### config.mk
export PLATFORM = sky130hd
export DESIGN_NAME = poc_cell
export DESIGN_NICKNAME = d
export VERILOG_FILES = /design/src/rtl/poc_pkg.sv /design/src/rtl/poc_cell.sv
export SDC_FILE = /design/constraint.sdc
export NUM_CORES = 1
export LEC_CHECK = 0
export BUFFER_PORTS_ARGS = -buffer_cell sky130_fd_sc_hd__buf_4
export CAP_MARGIN = 40
export CORE_AREA = 2 2 222 224
export CTS_CLUSTER_DIAMETER = 150
export CTS_CLUSTER_SIZE = 28
export DETAILED_ROUTE_END_ITERATION = 16
export DIE_AREA = 0 0 224 226
export PLACE_DENSITY = 0.68
export SYNTH_ARGS = -nofsm -noshare
export SYNTH_HDL_FRONTEND = slang
export SYNTH_SLANG_ARGS = --single-unit
export TNS_END_PERCENT = 10
### constraint.sdc
create_clock -name clk -period 16.26 [get_ports clk]
set_input_delay 1.626 -clock clk [delete_from_list [all_inputs] [get_ports clk]]
set_output_delay 1.626 -clock clk [all_outputs]
set_load 0.02 [all_outputs]
### src/rtl/poc_pkg.sv
// ----------------------------------------------------------------------------
// poc_pkg
// Shared types, codes and constants of the priority weighted object cache.
// ----------------------------------------------------------------------------
`default_nettype none

package poc_pkg;

  // Default configuration
  localparam int ENTRIES_DEF     = 32;
  localparam int AGE_CAP_DEF     = 65535;
  localparam int NORMAL_PRI_DEF  = 2;

  // Fixed widths
  localparam int BYTES_W  = 29;
  localparam int SIZE_W   = 24;
  localparam int AGE_W    = 23;
  localparam int SCORE_W  = 34;
  localparam int NEED_W   = 32;

  localparam logic [BYTES_W-1:0] BYTES_MAX   = '1;
  localparam logic [BYTES_W-1:0] LIMIT_RESET = 29'd1048576;
  localparam logic [2:0]         PRI_ALL     = 3'd7;
  localparam logic               REG_LIMIT   = 1'b0;

  // Command codes
  localparam logic [2:0] CMD_FETCH    = 3'd0;
  localparam logic [2:0] CMD_PREFETCH = 3'd1;
  localparam logic [2:0] CMD_FIND     = 3'd2;
  localparam logic [2:0] CMD_SETPRI   = 3'd3;
  localparam logic [2:0] CMD_RELEASE  = 3'd4;
  localparam logic [2:0] CMD_TRIM     = 3'd5;

  // Status codes
  localparam logic [2:0] ST_HIT         = 3'd0;
  localparam logic [2:0] ST_LOADED      = 3'd1;
  localparam logic [2:0] ST_NOT_PRESENT = 3'd2;
  localparam logic [2:0] ST_NO_ROOM     = 3'd3;
  localparam logic [2:0] ST_LOAD_ERR    = 3'd4;
  localparam logic [2:0] ST_NOT_CACHED  = 3'd5;
  localparam logic [2:0] ST_DONE        = 3'd6;

  // Result kinds
  localparam logic KIND_STATUS = 1'b0;
  localparam logic KIND_EVICT  = 1'b1;

  typedef struct packed {
    logic [31:0] type_tag;
    logic [31:0] chunk_number;
    logic [3:0]  reader_id;
  } key_t;

  // Write command broadcast to the cells
  typedef struct packed {
    logic              ins;
    logic              set_refs;
    logic              set_pri;
    logic              set_stamp;
    logic              clr;
    key_t              key;
    logic [SIZE_W-1:0] size;
    logic [7:0]        refs;
    logic [2:0]        pri;
    logic [31:0]       stamp;
  } cell_op_t;

  // Victim search controls broadcast to the cells
  typedef struct packed {
    logic signed [NEED_W-1:0] need;
    logic [31:0]              clock;
    logic [2:0]               pri_last;
  } scan_ctl_t;

  // Best candidate handed down the chain
  typedef struct packed {
    logic                      valid;
    logic [2:0]                pri;
    logic signed [SCORE_W-1:0] score;
    key_t                      key;
    logic [SIZE_W-1:0]         size;
  } token_t;

  typedef enum logic [3:0] {
    S_IDLE,
    S_LOOK,
    S_DECIDE,
    S_SCAN,
    S_EVICT,
    S_PF_INS,
    S_EV_ADDR,
    S_FIN
  } state_t;

endpackage

`default_nettype wire

### src/rtl/poc_cell.sv
// ----------------------------------------------------------------------------
// poc_cell
// One directory entry: key match, score register and one stage of the
// victim search chain.
// ----------------------------------------------------------------------------
`default_nettype none

module poc_cell
  import poc_pkg::*;
#(
  parameter int AGE_CAP = AGE_CAP_DEF
) (
  input  wire                clk,
  input  wire                rst,
  input  wire                sel,
  input  cell_op_t           op,
  input  key_t               look_key,
  input  scan_ctl_t          scan,
  input  token_t             tok_in,
  output token_t             tok_out,
  output logic               hit,
  output logic               valid,
  output logic [7:0]         refs,
  output logic [2:0]         pri,
  output logic [SIZE_W-1:0]  size
);

  localparam logic [31:0] CAP = 32'(AGE_CAP);

  key_t                      key_r;
  logic [31:0]               stamp;
  logic signed [SCORE_W-1:0] score;
  logic signed [SCORE_W-1:0] score_next;
  token_t                    tok;
  logic                      better;
  logic                      eligible;

  // score = 2|d| - d - 256*min(age, cap), d = size - need
  always_comb begin
    logic signed [NEED_W-1:0] d;
    logic [NEED_W-1:0]        mag;
    logic [32:0]              pos;
    logic [31:0]              age;
    logic [AGE_W-1:0]         agec;
    d    = $signed({8'b0, size}) - scan.need;
    mag  = d[NEED_W-1] ? NEED_W'(-d) : NEED_W'(d);
    pos  = d[NEED_W-1] ? ({1'b0, mag} + {mag, 1'b0}) : {1'b0, mag};
    age  = scan.clock - stamp;
    agec = (age > CAP) ? AGE_W'(CAP) : age[AGE_W-1:0];
    score_next = $signed({1'b0, pos}) - $signed({3'b0, agec, 8'b0});
  end

  // chain stage compare
  always_comb begin
    eligible = valid && (refs == 8'd0) && (pri <= scan.pri_last);
    better   = !tok_in.valid || (pri < tok_in.pri) ||
               ((pri == tok_in.pri) &&
                ((score < $signed(tok_in.score)) ||
                 ((score == $signed(tok_in.score)) && (key_r < tok_in.key))));
  end

  assign hit     = valid && (key_r == look_key);
  assign tok_out = tok;

  // control state
  always_ff @(posedge clk) begin
    if (rst) begin
      valid <= 1'b0;
      tok   <= '0;
    end else begin
      if (sel && op.ins) begin
        valid <= 1'b1;
      end else if (op.clr && valid && (key_r == op.key)) begin
        valid <= 1'b0;
      end
      if (eligible && better) begin
        tok <= '{valid: 1'b1, pri: pri, score: score, key: key_r, size: size};
      end else begin
        tok <= tok_in;
      end
    end
  end

  // entry payload
  always_ff @(posedge clk) begin
    score <= score_next;
    if (sel && op.ins) begin
      key_r <= op.key;
      size  <= op.size;
      pri   <= op.pri;
      refs  <= op.refs;
      stamp <= op.stamp;
    end else begin
      if (sel && op.set_refs) begin
        refs <= op.refs;
      end
      if (sel && op.set_pri) begin
        pri <= op.pri;
      end
      if (sel && op.set_stamp) begin
        stamp <= op.stamp;
      end
    end
  end

endmodule

`default_nettype wire

==> results by group <==
Status
  • Status: completed

Die
  • Cell Rows: 81
  • Chip Height: 226 um
  • Die width: around 220 um
  • Die ar.: between 50000 and 60000 um2
  • Initial Utilization: 42.7%
  • Area of the core: ~48000 um2
  • Ports: between 500 and 600

Detailed routing
  • Drt drc: 0
  • Pre-antenna DRT Iters: 5
  • Via density per instance: ~5.5
  • Routed vias: ~19000
  • WL/cell: 21.5 um
  • Initial drt markers: approximately 1200
  • DRT Wirelength: ~74000 um
  • Top Layer Used: met5
  • Met3 wire len: around 4700 um
  • Wl on met1: around 29000 um
  • Routed length on met2: between 30000 and 40000 um
  • Post-DRT Antenna Nets: 0

Synth
  • Seq cells post-synth: 300
  • EDFF count, synth: between 100 and 150
  • Top-area cell type share of the netlist area: about a fifth
  • Synth Area in Adders: 13.6%
  • Post-synth ARST share: 0%
  • Multiplexer share of the synthesized area: 6.78%
  • Yosys Warn Count: 0
  • Post-Syn Area: about 21000 um2
  • Synth area leader: edfxtp_1
  • Seq/Total Area, Yosys: 35.7%
  • Syn Inst Count: around 2200
  • Synth Area in Compound Gates: between 10% and 20%
  • Main combinational cell family by area after synthesis: compound AO/OA/AOI/OAI gates
  • Post-Synth XOR/XNOR Area: approximately 9%
  • Most frequent cell after synthesis: inv_1
  • Synth Area in Simple Gates: between 10% and 20%
  • Distinct cell type count after synthesis: 89
  • Avg Cell Area, Syn: a little over 9 um2
  • Most frequently used flop master after synthesis: dfxtp_1
  • Most instantiated cells after synthesis: 254 x inv_1, 239 x nor2_1, 217 x ha_1
  • Dominant cells by area after synthesis: edfxtp_1 20%, dfxtp_1 16%, ha_1 13%

Timing
  • Setup WS post-layout: 6730 ps
  • Fmax: 105 MHz
  • Final Hold Viols: 0
  • Count of final setup violators: 0
  • Clock Skew: about 45 ps
  • Final Critical Period: around 9500 ps
  • Final Max Tran Viols: 0
  • Setup TNS: 0 ps
  • Relative max-transition margin: 33.0%
  • Period utilization: around 59%
  • Unrepaired setup endpoints after global routing: false
  • Slew @ Worst Pin: roughly 1000 ps

Run
  • Max-Cap Viols: 0

Clock network
  • Cts bufs inserted: 14
  • Clk slew on worst S/H paths: 120 ps
  • H-tree levels: 1
  • Post-CTS setup buffer count: 0
  • CTS Buffer Depth: 3
  • PostCTS Resize Cnt: 0
  • Clk root buf: clkbuf_16
  • Clock Sinks: 300
  • Hold Buf Count CTS: 0
  • CTS tree: built
  • Clock latency on the worst-skew pair: approximately 550 ps

Placement
  • Routability cong.: 0.965
  • DP Worst Slack: about 6300 ps
  • Port-buffer cells: between 500 and 600
  • Hpwl dp: ~60000 um

Min path
  • Worst min path class: flop to flop

Global routing
  • First-pass GRT wire length: ~110000 um
  • Total gr overflow: 0
  • Vias in the first global route: 18465
  • Initial antenna violation count: 11
  • GRT Util Overall: approximately 28%
  • Largest net degree at the start of global routing: about 130

Cells and area
  • Layout cell share with drive strength beyond 1: a little under a quarter
  • Area growth, synth to finish: 26.5%
  • Nets@finish: 3422

Critical path
  • CP arrival: ~10000 ps
  • CP Buf/Inv Count: 3
  • Crit path required time: 16730 ps
  • CP Launch Type: input pin
  • Worst path max stage delay: approximately 590 ps
  • Critical Path Fanout Max: 70
  • Most used cell, CP: a21oi_1
  • Setup Crit Path Kind: input pin to flop
  • Largest delay contributor family on the critical path: compound AO/OA/AOI/OAI gates
  • Slowest-stage cell, CP: or4b_1
  • Crit. End Element: flop

Pwr
  • Maximum vdd drop: just under 80 uV
  • Leak pwr: 13.1 nW
  • Pwr Density: between 90 and 100 nW/um2
[worst paths after layout]
kind                 start     endpoint  slack [ps]  cells after the start
setup reg to reg   size[6]    score[33]        7450                     32
hold reg to reg   score[0]  tok_out[92]         510                      2
hold / removal    score[0]  tok_out[92]         510                      2
setup / recovery  scan[40]    score[33]        6730                     34
[cell families (layout without fill, tap and decap cells)]
kind of cell | after synthesis | in the layout
xor+xnor | 210 | 210
compound gates | 479 | 479
flops | 300 | 300
simple gates | 582 | 582
other cells | 1 | 9
buf+inv | 308 | 863
fa+ha+maj | 221 | 221
mux | 139 | 139
[cell type report]
type,instances,area [um2]
clock buffer,23,415
antenna,2,5.00
fill,4497,22300
clock inverter,1,8.76
multi-input combinational,1638,12200
inverter,254,956
sequential,300,7360
timing repair buffer,585,4420
tap,622,778
[routing by layer]
metal | up-vias | track usage, %
met5 | - | 0
met4 | 16 | 11.7
met3 | 137 | 4.93
met2 | 653 | 50.3
met1 | 8976 | 32.0
li1 | 9048 | -
[worst register-to-register path: cells and delay by family, from the launching register on]
| kind | cells | cell delay [ps] |
|---|---|---|
| mux | 1 | 290 |
| fa+ha+maj | 3 | 1130 |
| simple gates | 8 | 2210 |
| compound gates | 17 | 3930 |
| xor+xnor | 2 | 390 |
| buf+inv | 1 | 340 |
| flops | 1 | 460 |
[power breakdown]
part           total, mW  leakage (nW)  switching, mW  internal (mW)
sequential         0.952          2.65         0.0741          0.878
combinational       1.16          10.3          0.647          0.518
clock              0.439         0.204          0.259          0.180
total               2.56          13.1          0.980           1.58
[registers in the layout, summed over array words and instances (netlist names)]
register and cells:
key_r 68, pri 3, refs 8, score 34, size 24, stamp 32, tok_out 130, valid 1
[layout by cell type (no fill, tap or decap), types with 8 or more instances in the layout]
cell | synthesis | layout
edfxtp_1 | 135 | 135
nor2b_1 | 37 | 37
nor4_1 | 28 | 28
ha_1 | 217 | 217
o21ai_1 | 12 | 12
a31oi_1 | 17 | 17
a21oi_1 | 132 | 132
o211ai_1 | 10 | 10
nand2b_1 | 24 | 24
nand4_1 | 51 | 51
xnor2_1 | 111 | 111
o21bai_1 | 12 | 12
o21ai_0 | 79 | 79
or3_1 | 10 | 9
o21a_1 | 23 | 23
inv_1 | 254 | 253
a21o_1 | 70 | 70
buf_4 | 0 | 582
xor2_1 | 98 | 98
dfxtp_1 | 165 | 165
o22ai_1 | 14 | 14
o31ai_1 | 9 | 8
and3_1 | 14 | 14
nand2_1 | 72 | 72
clkbuf_16 | 0 | 15
nor2_1 | 239 | 239
nor3_1 | 40 | 39
a221oi_1 | 10 | 10
nand3_1 | 25 | 25
mux2i_1 | 137 | 137
o2bb2ai_1 | 10 | 10
[per-stage QoR]
stage          instances  util [%]  cell area (um2)  power, mW  hold slack (ps)
6_report            3425      54.0            26100       2.56              509
4_1_cts             3423      54.0            26100       2.56              522
5_1_grt             3424      54.0            26100       2.72              547
2_1_floorplan       2246         -            20600       1.74              460
3_3_place_gp        3397      53.0            25600       2.09              487
3_5_place_dp        3399      53.1            25700       2.12              496
No activity file was read; power rests on OpenSTA's default activity.
